$ cat src/rtl/core/lst_pkg.sv
// Package for the latency statistics table: widths, constants, entry layout,
// status and state codes, and the control struct shared by the core modules.
// Depends on nothing.
package lst_pkg;

  localparam int NUM_CATEGORIES = 16;
  localparam int IDX_W = (NUM_CATEGORIES > 1) ? $clog2(NUM_CATEGORIES) : 1;

  localparam int CAT_W  = 5;
  localparam int SEC_W  = 32;
  localparam int USEC_W = 20;
  localparam int TOT_W  = 48;
  localparam int CNT_W  = 32;

  localparam logic [USEC_W-1:0] USEC_PER_SEC = 20'd1000000;
  localparam logic [USEC_W-1:0] USEC_MAX     = 20'd999999;
  localparam logic [15:0]       MIN_RESET    = 16'hBEAF;

  typedef struct packed {
    logic [CNT_W-1:0]  count;
    logic [TOT_W-1:0]  tot_sec;
    logic [USEC_W-1:0] tot_usec;
    logic [SEC_W-1:0]  min_sec;
    logic [USEC_W-1:0] min_usec;
    logic [SEC_W-1:0]  max_sec;
    logic [USEC_W-1:0] max_usec;
  } entry_t;

  localparam entry_t ENTRY_RESET = '{
    count:    '0,
    tot_sec:  '0,
    tot_usec: '0,
    min_sec:  SEC_W'(MIN_RESET),
    min_usec: USEC_W'(MIN_RESET),
    max_sec:  '0,
    max_usec: '0
  };

  typedef enum logic [1:0] {
    ST_OK      = 2'd0,
    ST_BAD_CAT = 2'd1,
    ST_LATE    = 2'd2
  } status_e;

  typedef enum logic [1:0] {
    S_IDLE,
    S_DIFF,
    S_ACC,
    S_OUT
  } state_e;

  typedef struct packed {
    logic load;
    logic diff;
    logic upd;
  } ctrl_t;

  function automatic logic [USEC_W-1:0] clamp_usec(input logic [USEC_W-1:0] v);
    return (v > USEC_MAX) ? USEC_MAX : v;
  endfunction

endpackage

$ cat src/rtl/core/lst_entry_mem.sv
// Per-category entry memory with a registered read and per-entry
// valid bits; an entry never written reads as the reset entry. Uses lst_pkg.
module lst_entry_mem (
  input  logic                         clk_i,
  input  logic                         rst_ni,
  input  logic                         rd_en_i,
  input  logic [lst_pkg::IDX_W-1:0]    rd_idx_i,
  input  logic                         wr_en_i,
  input  logic [lst_pkg::IDX_W-1:0]    wr_idx_i,
  input  lst_pkg::entry_t              wr_entry_i,
  output lst_pkg::entry_t              rd_entry_o
);

  lst_pkg::entry_t                         mem [lst_pkg::NUM_CATEGORIES];
  logic [lst_pkg::NUM_CATEGORIES-1:0]      vld_q;
  lst_pkg::entry_t                         rd_data_q;
  logic                                    rd_vld_q;

  always_ff @(posedge clk_i) begin
    if (wr_en_i) begin
      mem[wr_idx_i] <= wr_entry_i;
    end
    if (rd_en_i) begin
      rd_data_q <= mem[rd_idx_i];
    end
  end

  always_ff @(posedge clk_i or negedge rst_ni) begin
    if (!rst_ni) begin
      vld_q    <= '0;
      rd_vld_q <= 1'b0;
    end else begin
      if (wr_en_i) begin
        vld_q[wr_idx_i] <= 1'b1;
      end
      if (rd_en_i) begin
        rd_vld_q <= vld_q[rd_idx_i];
      end
    end
  end

  assign rd_entry_o = rd_vld_q ? rd_data_q : lst_pkg::ENTRY_RESET;

endmodule

$ cat src/rtl/core/lst_update.sv
// Datapath: captures the event, forms the duration, then builds the updated
// entry and the result registers. Uses lst_pkg.
module lst_update (
  input  logic                          clk_i,
  input  lst_pkg::ctrl_t                ctrl_i,
  input  logic [lst_pkg::CAT_W-1:0]     category_i,
  input  logic [lst_pkg::SEC_W-1:0]     start_sec_i,
  input  logic [lst_pkg::USEC_W-1:0]    start_usec_i,
  input  logic [lst_pkg::SEC_W-1:0]     end_sec_i,
  input  logic [lst_pkg::USEC_W-1:0]    end_usec_i,
  input  lst_pkg::entry_t               entry_i,
  output logic                          wr_en_o,
  output logic [lst_pkg::IDX_W-1:0]     wr_idx_o,
  output lst_pkg::entry_t               wr_entry_o,
  output lst_pkg::status_e              status_o,
  output logic [lst_pkg::CAT_W-1:0]     category_echo_o,
  output logic [lst_pkg::SEC_W-1:0]     duration_sec_o,
  output logic [lst_pkg::USEC_W-1:0]    duration_usec_o,
  output lst_pkg::entry_t               entry_o
);

  logic [lst_pkg::CAT_W-1:0]  cat_q;
  logic                       bad_q;
  logic [lst_pkg::SEC_W-1:0]  ss_q, es_q;
  logic [lst_pkg::USEC_W-1:0] su_q, eu_q;

  logic                       late_q;
  logic [lst_pkg::SEC_W-1:0]  ds_q;
  logic [lst_pkg::USEC_W-1:0] du_q;

  lst_pkg::status_e           status_q;
  logic [lst_pkg::CAT_W-1:0]  echo_q;
  logic [lst_pkg::SEC_W-1:0]  res_ds_q;
  logic [lst_pkg::USEC_W-1:0] res_du_q;
  lst_pkg::entry_t            res_entry_q;

  logic                       late_d, borrow;
  logic [lst_pkg::SEC_W-1:0]  ds_d;
  logic [lst_pkg::USEC_W:0]   du_w;
  logic [lst_pkg::USEC_W:0]   tu_w;
  logic                       carry;
  logic [lst_pkg::TOT_W:0]    ts_w;
  lst_pkg::entry_t            upd_entry;

  always_comb begin
    late_d = {es_q, eu_q} < {ss_q, su_q};
    borrow = eu_q < su_q;
    ds_d   = es_q - ss_q - lst_pkg::SEC_W'(borrow);
    du_w   = {1'b0, eu_q} + (borrow ? {1'b0, lst_pkg::USEC_PER_SEC} : '0) - {1'b0, su_q};
  end

  always_comb begin
    tu_w  = {1'b0, entry_i.tot_usec} + {1'b0, du_q};
    carry = tu_w >= {1'b0, lst_pkg::USEC_PER_SEC};
    if (carry) begin
      tu_w = tu_w - {1'b0, lst_pkg::USEC_PER_SEC};
    end
    ts_w = {1'b0, entry_i.tot_sec} + (lst_pkg::TOT_W + 1)'(ds_q)
         + (lst_pkg::TOT_W + 1)'(carry);

    upd_entry = entry_i;
    if (ts_w[lst_pkg::TOT_W]) begin
      upd_entry.tot_sec  = '1;
      upd_entry.tot_usec = lst_pkg::USEC_MAX;
    end else begin
      upd_entry.tot_sec  = ts_w[lst_pkg::TOT_W-1:0];
      upd_entry.tot_usec = tu_w[lst_pkg::USEC_W-1:0];
    end
    if (entry_i.count != '1) begin
      upd_entry.count = entry_i.count + 1'b1;
    end
    if ({ds_q, du_q} < {entry_i.min_sec, entry_i.min_usec}) begin
      upd_entry.min_sec  = ds_q;
      upd_entry.min_usec = du_q;
    end
    if ({ds_q, du_q} > {entry_i.max_sec, entry_i.max_usec}) begin
      upd_entry.max_sec  = ds_q;
      upd_entry.max_usec = du_q;
    end
  end

  always_ff @(posedge clk_i) begin
    if (ctrl_i.load) begin
      cat_q <= category_i;
      bad_q <= 32'(category_i) >= lst_pkg::NUM_CATEGORIES;
      ss_q  <= start_sec_i;
      es_q  <= end_sec_i;
      su_q  <= lst_pkg::clamp_usec(start_usec_i);
      eu_q  <= lst_pkg::clamp_usec(end_usec_i);
    end
    if (ctrl_i.diff) begin
      late_q <= late_d;
      ds_q   <= ds_d;
      du_q   <= du_w[lst_pkg::USEC_W-1:0];
    end
    if (ctrl_i.upd) begin
      echo_q <= cat_q;
      if (bad_q) begin
        status_q    <= lst_pkg::ST_BAD_CAT;
        res_ds_q    <= '0;
        res_du_q    <= '0;
        res_entry_q <= '0;
      end else if (late_q) begin
        status_q    <= lst_pkg::ST_LATE;
        res_ds_q    <= '0;
        res_du_q    <= '0;
        res_entry_q <= entry_i;
      end else begin
        status_q    <= lst_pkg::ST_OK;
        res_ds_q    <= ds_q;
        res_du_q    <= du_q;
        res_entry_q <= upd_entry;
      end
    end
  end

  assign wr_en_o         = ctrl_i.upd && !bad_q && !late_q;
  assign wr_idx_o        = cat_q[lst_pkg::IDX_W-1:0];
  assign wr_entry_o      = upd_entry;
  assign status_o        = status_q;
  assign category_echo_o = echo_q;
  assign duration_sec_o  = res_ds_q;
  assign duration_usec_o = res_du_q;
  assign entry_o         = res_entry_q;

endmodule

$ cat src/rtl/core/latency_stats_table.sv
// Result strobe done_o is high in S_OUT, reached from the transfer via S_DIFF, S_ACC.
// busy covers the duration and read-modify-write cycles of the entry memory,
// and a new start is taken while done_o shows.
// Reset: asynchronous, clears all control state and marks every table entry as reset
// (count, totals and maximum zero, minimum 0xBEAF.0xBEAF); no clearing pass is needed.
module latency_stats_table (
  input  logic                          clk_i,
  input  logic                          rst_ni,
  input  logic                          start,
  output logic                          busy,
  output logic                          done_o,
  input  logic [lst_pkg::CAT_W-1:0]     category_i,
  input  logic [lst_pkg::SEC_W-1:0]     start_sec_i,
  input  logic [lst_pkg::USEC_W-1:0]    start_usec_i,
  input  logic [lst_pkg::SEC_W-1:0]     end_sec_i,
  input  logic [lst_pkg::USEC_W-1:0]    end_usec_i,
  output logic [1:0]                    status_o,
  output logic [lst_pkg::CAT_W-1:0]     category_echo_o,
  output logic [lst_pkg::SEC_W-1:0]     duration_sec_o,
  output logic [lst_pkg::USEC_W-1:0]    duration_usec_o,
  output logic [lst_pkg::CNT_W-1:0]     event_count_o,
  output logic [lst_pkg::TOT_W-1:0]     total_sec_o,
  output logic [lst_pkg::USEC_W-1:0]    total_usec_o,
  output logic [lst_pkg::SEC_W-1:0]     min_sec_o,
  output logic [lst_pkg::USEC_W-1:0]    min_usec_o,
  output logic [lst_pkg::SEC_W-1:0]     max_sec_o,
  output logic [lst_pkg::USEC_W-1:0]    max_usec_o
);

  lst_pkg::state_e              state_q, state_d;
  lst_pkg::ctrl_t               ctrl;
  lst_pkg::entry_t              rd_entry, wr_entry, res_entry;
  lst_pkg::status_e             status;
  logic                         wr_en;
  logic [lst_pkg::IDX_W-1:0]    wr_idx;

  always_ff @(posedge clk_i or negedge rst_ni) begin
    if (!rst_ni) begin
      state_q <= lst_pkg::S_IDLE;
    end else begin
      state_q <= state_d;
    end
  end

  always_comb begin
    unique case (state_q)
      lst_pkg::S_IDLE: state_d = start ? lst_pkg::S_DIFF : lst_pkg::S_IDLE;
      lst_pkg::S_DIFF: state_d = lst_pkg::S_ACC;
      lst_pkg::S_ACC:  state_d = lst_pkg::S_OUT;
      lst_pkg::S_OUT:  state_d = start ? lst_pkg::S_DIFF : lst_pkg::S_IDLE;
      default:         state_d = lst_pkg::S_IDLE;
    endcase
  end

  always_comb begin
    busy      = (state_q == lst_pkg::S_DIFF) || (state_q == lst_pkg::S_ACC);
    done_o    = state_q == lst_pkg::S_OUT;
    ctrl.load = start && !busy;
    ctrl.diff = state_q == lst_pkg::S_DIFF;
    ctrl.upd  = state_q == lst_pkg::S_ACC;
  end

  lst_entry_mem u_mem (
    .clk_i      (clk_i),
    .rst_ni     (rst_ni),
    .rd_en_i    (ctrl.load),
    .rd_idx_i   (category_i[lst_pkg::IDX_W-1:0]),
    .wr_en_i    (wr_en),
    .wr_idx_i   (wr_idx),
    .wr_entry_i (wr_entry),
    .rd_entry_o (rd_entry)
  );

  lst_update u_upd (
    .clk_i           (clk_i),
    .ctrl_i          (ctrl),
    .category_i      (category_i),
    .start_sec_i     (start_sec_i),
    .start_usec_i    (start_usec_i),
    .end_sec_i       (end_sec_i),
    .end_usec_i      (end_usec_i),
    .entry_i         (rd_entry),
    .wr_en_o         (wr_en),
    .wr_idx_o        (wr_idx),
    .wr_entry_o      (wr_entry),
    .status_o        (status),
    .category_echo_o (category_echo_o),
    .duration_sec_o  (duration_sec_o),
    .duration_usec_o (duration_usec_o),
    .entry_o         (res_entry)
  );

  assign status_o      = status;
  assign event_count_o = res_entry.count;
  assign total_sec_o   = res_entry.tot_sec;
  assign total_usec_o  = res_entry.tot_usec;
  assign min_sec_o     = res_entry.min_sec;
  assign min_usec_o    = res_entry.min_usec;
  assign max_sec_o     = res_entry.max_sec;
  assign max_usec_o    = res_entry.max_usec;

`ifndef NO_ASSERTIONS
  a_latency: assert property (@(posedge clk_i) disable iff (!rst_ni)
    (start && !busy) |-> ##3 done_o)
    else $error("result strobe missing three cycles after transfer");

  a_no_overlap: assert property (@(posedge clk_i) disable iff (!rst_ni)
    done_o |-> !busy && !$past(done_o))
    else $error("result strobe overlaps busy work");

  a_write_slot: assert property (@(posedge clk_i) disable iff (!rst_ni)
    wr_en |-> state_q == lst_pkg::S_ACC)
    else $error("entry write outside update cycle");

  a_bad_clear: assert property (@(posedge clk_i) disable iff (!rst_ni)
    (done_o && status_o == lst_pkg::ST_BAD_CAT) |-> (event_count_o == '0 && total_sec_o == '0))
    else $error("out-of-range result carries entry data");
`endif

endmodule
$ cat config.mk
export PLATFORM = sky130hd
export DESIGN_NAME = latency_stats_table
export DESIGN_NICKNAME = d
export VERILOG_FILES = /design/src/rtl/core/lst_pkg.sv /design/src/rtl/core/lst_entry_mem.sv /design/src/rtl/core/lst_update.sv /design/src/rtl/core/latency_stats_table.sv
export SDC_FILE = /design/constraint.sdc
export NUM_CORES = 2
export LEC_CHECK = 0
export BUFFER_PORTS_ARGS = -buffer_cell sky130_fd_sc_hd__buf_4
export CAP_MARGIN = 30
export CORE_ASPECT_RATIO = 1.25
export CORE_MARGIN = 2
export CORE_UTILIZATION = 65
export CTS_CLUSTER_SIZE = 8
export DETAILED_ROUTE_END_ITERATION = 7
export PLACE_DENSITY_LB_ADDON = 0.08
export SYNTH_ARGS = -nofsm -noshare
export SYNTH_HDL_FRONTEND = slang
export SYNTH_SLANG_ARGS = --single-unit
$ cat constraint.sdc
create_clock -name clk_i -period 66.6 [get_ports clk_i]
set_input_delay 6.66 -clock clk_i [delete_from_list [all_inputs] [get_ports clk_i]]
set_output_delay 6.66 -clock clk_i [all_outputs]
set_load 0.01 [all_outputs]
# After elaboration in Yosys (flattened, before gate mapping)
# Memory sizes are Yosys's and may differ from the RTL's. A register that Yosys moved wholly into a read port is not among the register bits.
# Index checks and enable logic that the tools add are counted.
# Widths: inputs -> output; s select.
dict set report totals {
  register_bits 445
  latch_bits 0
  ram_bits 3264
  mem_bits_ro 0
  in_bits 112
  out_inout_bits 265
  wordCells 77
  n_memories 1
}
# memory depth word_bits read_ports rd_clocked_by_memory_dff wr line
set memory_table {}
lappend memory_table {u_mem.mem 16 204 1 1 1 lst_entry_mem.sv:14} ;# lst_pkg::entry_t mem [lst_pkg::NUM_CATEGORIES];
dict set report classes {
  addsub 9
  n_mul 0
  div_mod_pow 0
  order_cmp 11
  n_eq_ne 4
  shifts 0
  mux 17
  bitwise 1
  n_reduce_logical 11
}
# op n
set op_table {}
lappend op_table {{$mux 204} 2}
lappend op_table {{$lt 52x52->1} 2}
lappend op_table {{$mux 52} 2}
lappend op_table {{$mux 68} 1}
lappend op_table {{$gt 52x52->1} 1}
lappend op_table {{$add 48x32->49} 1}
lappend op_table {{$add 49x1->49} 1}
lappend op_table {{$gt 20x20->1 const B} 2}
lappend op_table {{$mux 20} 2}
lappend op_table {{$add 32x1->32 const B} 1}
lappend op_table {{$mux 32} 1}
lappend op_table {{$ne 32x32->1 const B} 1}
lappend op_table {{$sub 32x1->32} 1}
lappend op_table {{$sub 32x32->32} 1}
lappend op_table {{$add 20x20->21} 1}
lappend op_table {{$ge 21x20->1 const B} 1}
lappend op_table {{$add 20x20->20} 1}
lappend op_table {{$lt 20x20->1} 1}
lappend op_table {{$sub 20x20->20} 1}
lappend op_table {{$sub 20x20->20 const B} 1}
lappend op_table {{$or 16x16->16} 1}
lappend op_table {{$lt 4x5->1 const B} 2}
lappend op_table {{$pmux 2 s3} 1}
lappend op_table {{$ge 5x5->1 const B} 1}
lappend op_table {{other kinds (12)} 23}

# Longest topological paths before layout
dict set report logic_depth {
  ltp_word 6
  mapped_depth 36
  ltp_nobuf 28
}

# Cells and area by module
# A second synthesis with hierarchy kept.
dict set report hier_totals {
  cells_unflattened 8653
  hier_area_um2 162806.1
}
# module instances cells_per_inst area_each_um2 seq_area_each_um2
set by_module_without_submodules {}
lappend by_module_without_submodules {lst_entry_mem 1 5331 131188.3 104565.3}
lappend by_module_without_submodules {lst_update 1 3311 31502.7 12792.3}
lappend by_module_without_submodules {latency_stats_table 1 11 115.1 50.0}

# Worst setup path after synthesis
# OpenSTA, ideal clock, no wires.
dict set report synth_path {
  path_type {reg2reg}
  from {register state_q[0]}
  to {register u_mem.vld_q[3] in the netlist's numbering}
  setup_time_ps 154
  arrival_time_ps 22843
  t_required_ps 66446
  setup_slack_ps 43603
  stages_incl_launch_ff 6
  synth_period_minus_slack_ps 22997
  path_cell_list {dfrtp_1 inv_1 ha_1 nand4_1 nor3_1 or2_2}
}
dict set report synth_via {
  elab_chain_len 3
}
# element line
set synth_rtl {}
lappend synth_rtl {{from (decl)} latency_stats_table.sv:30} ;# lst_pkg::state_e state_q, state_d;
lappend synth_rtl {{from (signal assigned)} latency_stats_table.sv:39} ;# state_q <= lst_pkg::S_IDLE;
lappend synth_rtl {{from (signal assigned)} latency_stats_table.sv:41} ;# state_q <= state_d;
lappend synth_rtl {{$eq 2x2->1} latency_stats_table.sv:60} ;# ctrl.upd = state_q == lst_pkg::S_ACC;
lappend synth_rtl {{$logic_and 1x1->1 (2 in series)} lst_update.sv:117} ;# assign wr_en_o = ctrl_i.upd && !bad_q && !late_q;
lappend synth_rtl {{to (signal assigned)} lst_entry_mem.sv:30} ;# vld_q <= '0;
lappend synth_rtl {{to (signal, indexed assignment)} lst_entry_mem.sv:34} ;# vld_q[wr_idx_i] <= 1'b1;
lappend synth_rtl {{to (decl)} lst_entry_mem.sv:15} ;# logic [lst_pkg::NUM_CATEGORIES-1:0] vld_q;
# No other way between the ends.
# A chain may end at the register's enable or synchronous reset.

==> flow_summary.json <==
{
  "finalSetupTns_ns": 0,
  "finalCritPeriodShare": 0.167,
  "rsz0062_at_grt": "no",
  "cp.arrival_ns": 11.73,
  "synth_seq_cells": 3913,
  "worstReg2RegEnd": "u_upd.entry_o[132]$_SDFFCE_PP0N_",
  "synth_edf_count": 3894,
  "drv_cap": 0,
  "cts-htree-levels": 6,
  "antenna_found_initial": 36,
  "numCtsBuffers": 563,
  "setup_slack_ns": 55.48,
  "ys.flop_type": "edfxtp_1",
  "holdWs_ns": 0.455,
  "ys_async_sr_fraction": 0.00486,
  "core_sq_um": 244000,
  "hp-class": "flip-flop to flip-flop",
  "power_mw": 8.18,
  "ff2ff_setup_slack_ns": 56.17,
  "hold_violations": 0,
  "cts_setup_buffers": 0,
  "synth_area_sq_um": 159000,
  "grt_overflow": 0,
  "drc": 0,
  "grt_pass1_vias": 86600,
  "grtUsageTotal": 0.350,
  "outcome": "complete, no violations",
  "cp-endpoint": "u_mem.rd_data_q[155]$_DFFE_PP_",
  "layout_min_cycle_time_ns": 11.12,
  "ctsHoldBuffers": 0,
  "syn_avg_cell_area_sq_um": 20.0,
  "die_h_um": 557,
  "nets": 9259,
  "die-area_sq_um": 249000,
  "ctsResizeCount": 0,
  "drt-total-wl_mm": 431,
  "clockBufferDepth": 4,
  "placementRows": 203,
  "slew_violations": 0,
  "initial_core_util": 0.652,
  "drive_above_1_share": 0.271,
  "grt_max_degree": 146,
  "die_w_um": 447,
  "areaGrowthSynthToFinish_pct": 14.9,
  "grt_pass1_wl_mm": 613,
  "utilization": 0.750,
  "ant_nets": 0,
  "first_pass_iters": 8,
  "place_ws_ns": 54.60,
  "setup_viol": 0,
  "ir_worst_vdd_v": 0.0000363,
  "cp-end-kind": "flip-flop",
  "hp-start": "u_upd.cat_q[4]$_DFFE_PP_",
  "worstSetupStartpointType": "input pin",
  "skew_ns": 0.0402,
  "ys_seq_area_frac": 0.738,
  "reg2reg_from": "u_mem.rd_vld_q$_DFFE_PN0P_",
  "synth_cell_type_count": 89,
  "crit_start": "category_i[1]",
  "port_buffers": 376,
  "power_density_nw_per_um2": 44.7,
  "tightest_slew_ns": 1.17,
  "io_pins": 377,
  "clock_latency_ns": 0.92,
  "cts.clk_slew.worst_paths_ns": 0.05,
  "syn-num-nets": 8379,
  "drt-wirelength-per-cell_um": 35.2,
  "drtIter0Drc": 12400,
  "yosysWarnings": 0,
  "gp_congestion": 0.893,
  "max_freq_mhz": 90.0,
  "layout_commonest_cell": "edfxtp_1",
  "worst-setup-path-type": "input pin to flip-flop",
  "layout_common_cells": "3894 x edfxtp_1, 1009 x mux4_2, 649 x buf_4",
  "place_hpwl_mm": 233,
  "leakagePower_nw": 62.1,
  "synth_cells": 7960,
  "required_ns": 67.22,
  "r2r_cells": 27,
  "route.vias.total": 85600,
  "crit_fanout": 107,
  "cts_root_buf": "clkbuf_16",
  "tritoncts": "done",
  "cts_sinks": 3913,
  "slew_headroom": 0.200,
  "viasPerCell": 6.98
}
## sequential cells by signal, summed over array words and instances, names as in the netlist, 32 cells and up
| signal | count |
|---|---|
| u_mem.rd_data_q | 204 |
| u_upd.ss_q | 32 |
| u_upd.entry_o | 204 |
| u_upd.duration_sec_o | 32 |
| u_mem.mem | 3264 |
| u_upd.ds_q | 32 |
| u_upd.es_q | 32 |
## cells by family (layout without fill, tap and decap cells)
| group | Yosys count | after routing | synth area share |
|---|---|---|---|
| adders and majority gates | 307 | 307 | 0.0249 |
| muxes | 1140 | 1140 | 0.151 |
| xor gates and xnor gates | 156 | 156 | 0.00863 |
| buffers and inverters | 683 | 1651 | 0.0165 |
| DFF | 3913 | 3913 | 0.738 |
| and+or+nand+nor | 1098 | 1098 | 0.0337 |
| AOI/OAI and AO/OA | 663 | 663 | 0.0276 |
| other | 0 | 49 | 0 |
## report_power, final
group	switching (mW)	leakage, nW	internal, mW
clock	0.977	7.43	1.54
combinational	1.44	18.8	0.611
sequential	0.125	35.9	3.49
total	2.54	62.1	5.64
## final cells by class
type | instances | area, sq um
Sequential cell | 3913 | 117000
Fill cell | 13200 | 61100
Multi-Input combinational cell | 3364 | 39300
Clock buffer | 621 | 14700
Timing Repair Buffer | 684 | 5670
Tap cell | 3280 | 4100
Inverter | 314 | 1180
Clock inverter | 32 | 424
Antenna cell | 49 | 123
## worst max-delay path, cell delays in order
cell and delay, ns:
buf_8 0.67, buf_4 0.78, buf_4 0.86, buf_4 0.76, buf_4 0.78, mux4_2 0.41
nor2b_1 0.16, a211oi_1 0.32, a21oi_1 0.08
## metal layers
| layer | GRT usage | vias to the layer above | share of wire |
|---|---|---|---|
| li1 | - | 34000 | - |
| met1 | 0.472 | 44300 | 0.35 |
| met2 | 0.559 | 6292 | 0.49 |
| met3 | 0.0782 | 1026 | 0.12 |
| met4 | 0.149 | 24 | 0.043 |
| met5 | 0 | - | 0.00037 |
## synthesized netlist by cell type (5+ instances only)
library cell	number	area [sq um]
or3_1	24	150
buf_2	23	115
nor2b_1	38	238
o2bb2ai_1	9	78.8
o31ai_1	30	225
nand2b_1	47	294
nand3b_1	30	225
o21bai_1	10	75.1
nand2_1	293	1100
a21oi_1	173	866
nor2_1	289	1080
o21a_1	26	195
mux2_2	30	338
xnor2_1	83	727
and3_1	14	87.6
or2_2	30	188
inv_1	313	1170
a311oi_1	10	87.6
nand4_1	45	282
o211ai_1	7	52.6
clkbuf_1	250	938
o21ai_0	129	646
buf_1	92	345
and4_1	5	43.8
a31oi_1	21	131
mux4_2	1009	22700
a211oi_1	71	533
edfxtp_1	3894	117000
a21o_1	90	676
ha_1	291	3640
a221oi_1	5	43.8
fa_1	16	320
a22o_1	9	78.8
or4_1	5	37.5
and2_1	146	913
mux2i_1	101	1010
xor2_1	72	631
nor3_1	72	360
nand3_1	40	200
dfrtp_1	19	475
o2111ai_1	8	70.1
## worst min path at each step
stage,cells past startpoint,endpoint
after floorplan,0,u_upd.category_echo_o[4]$_DFFE_PN_
after global placement,0,u_upd.category_echo_o[4]$_DFFE_PN_
after detailed placement,0,u_upd.category_echo_o[4]$_DFFE_PN_
after CTS,0,u_upd.category_echo_o[4]$_DFFE_PN_
after global routing,0,u_upd.category_echo_o[4]$_DFFE_PN_
final,0,u_upd.category_echo_o[4]$_DFFE_PN_
## per-stage QoR
step                std cells  cell area (sq um)
global route            12200             183000
global placement        11500             167000
floorplan                7960             159000
CTS                     12200             182000
detailed placement      11500             167000
finish                  12300             183000
Note: power is estimated with default switching activity, not from simulation.
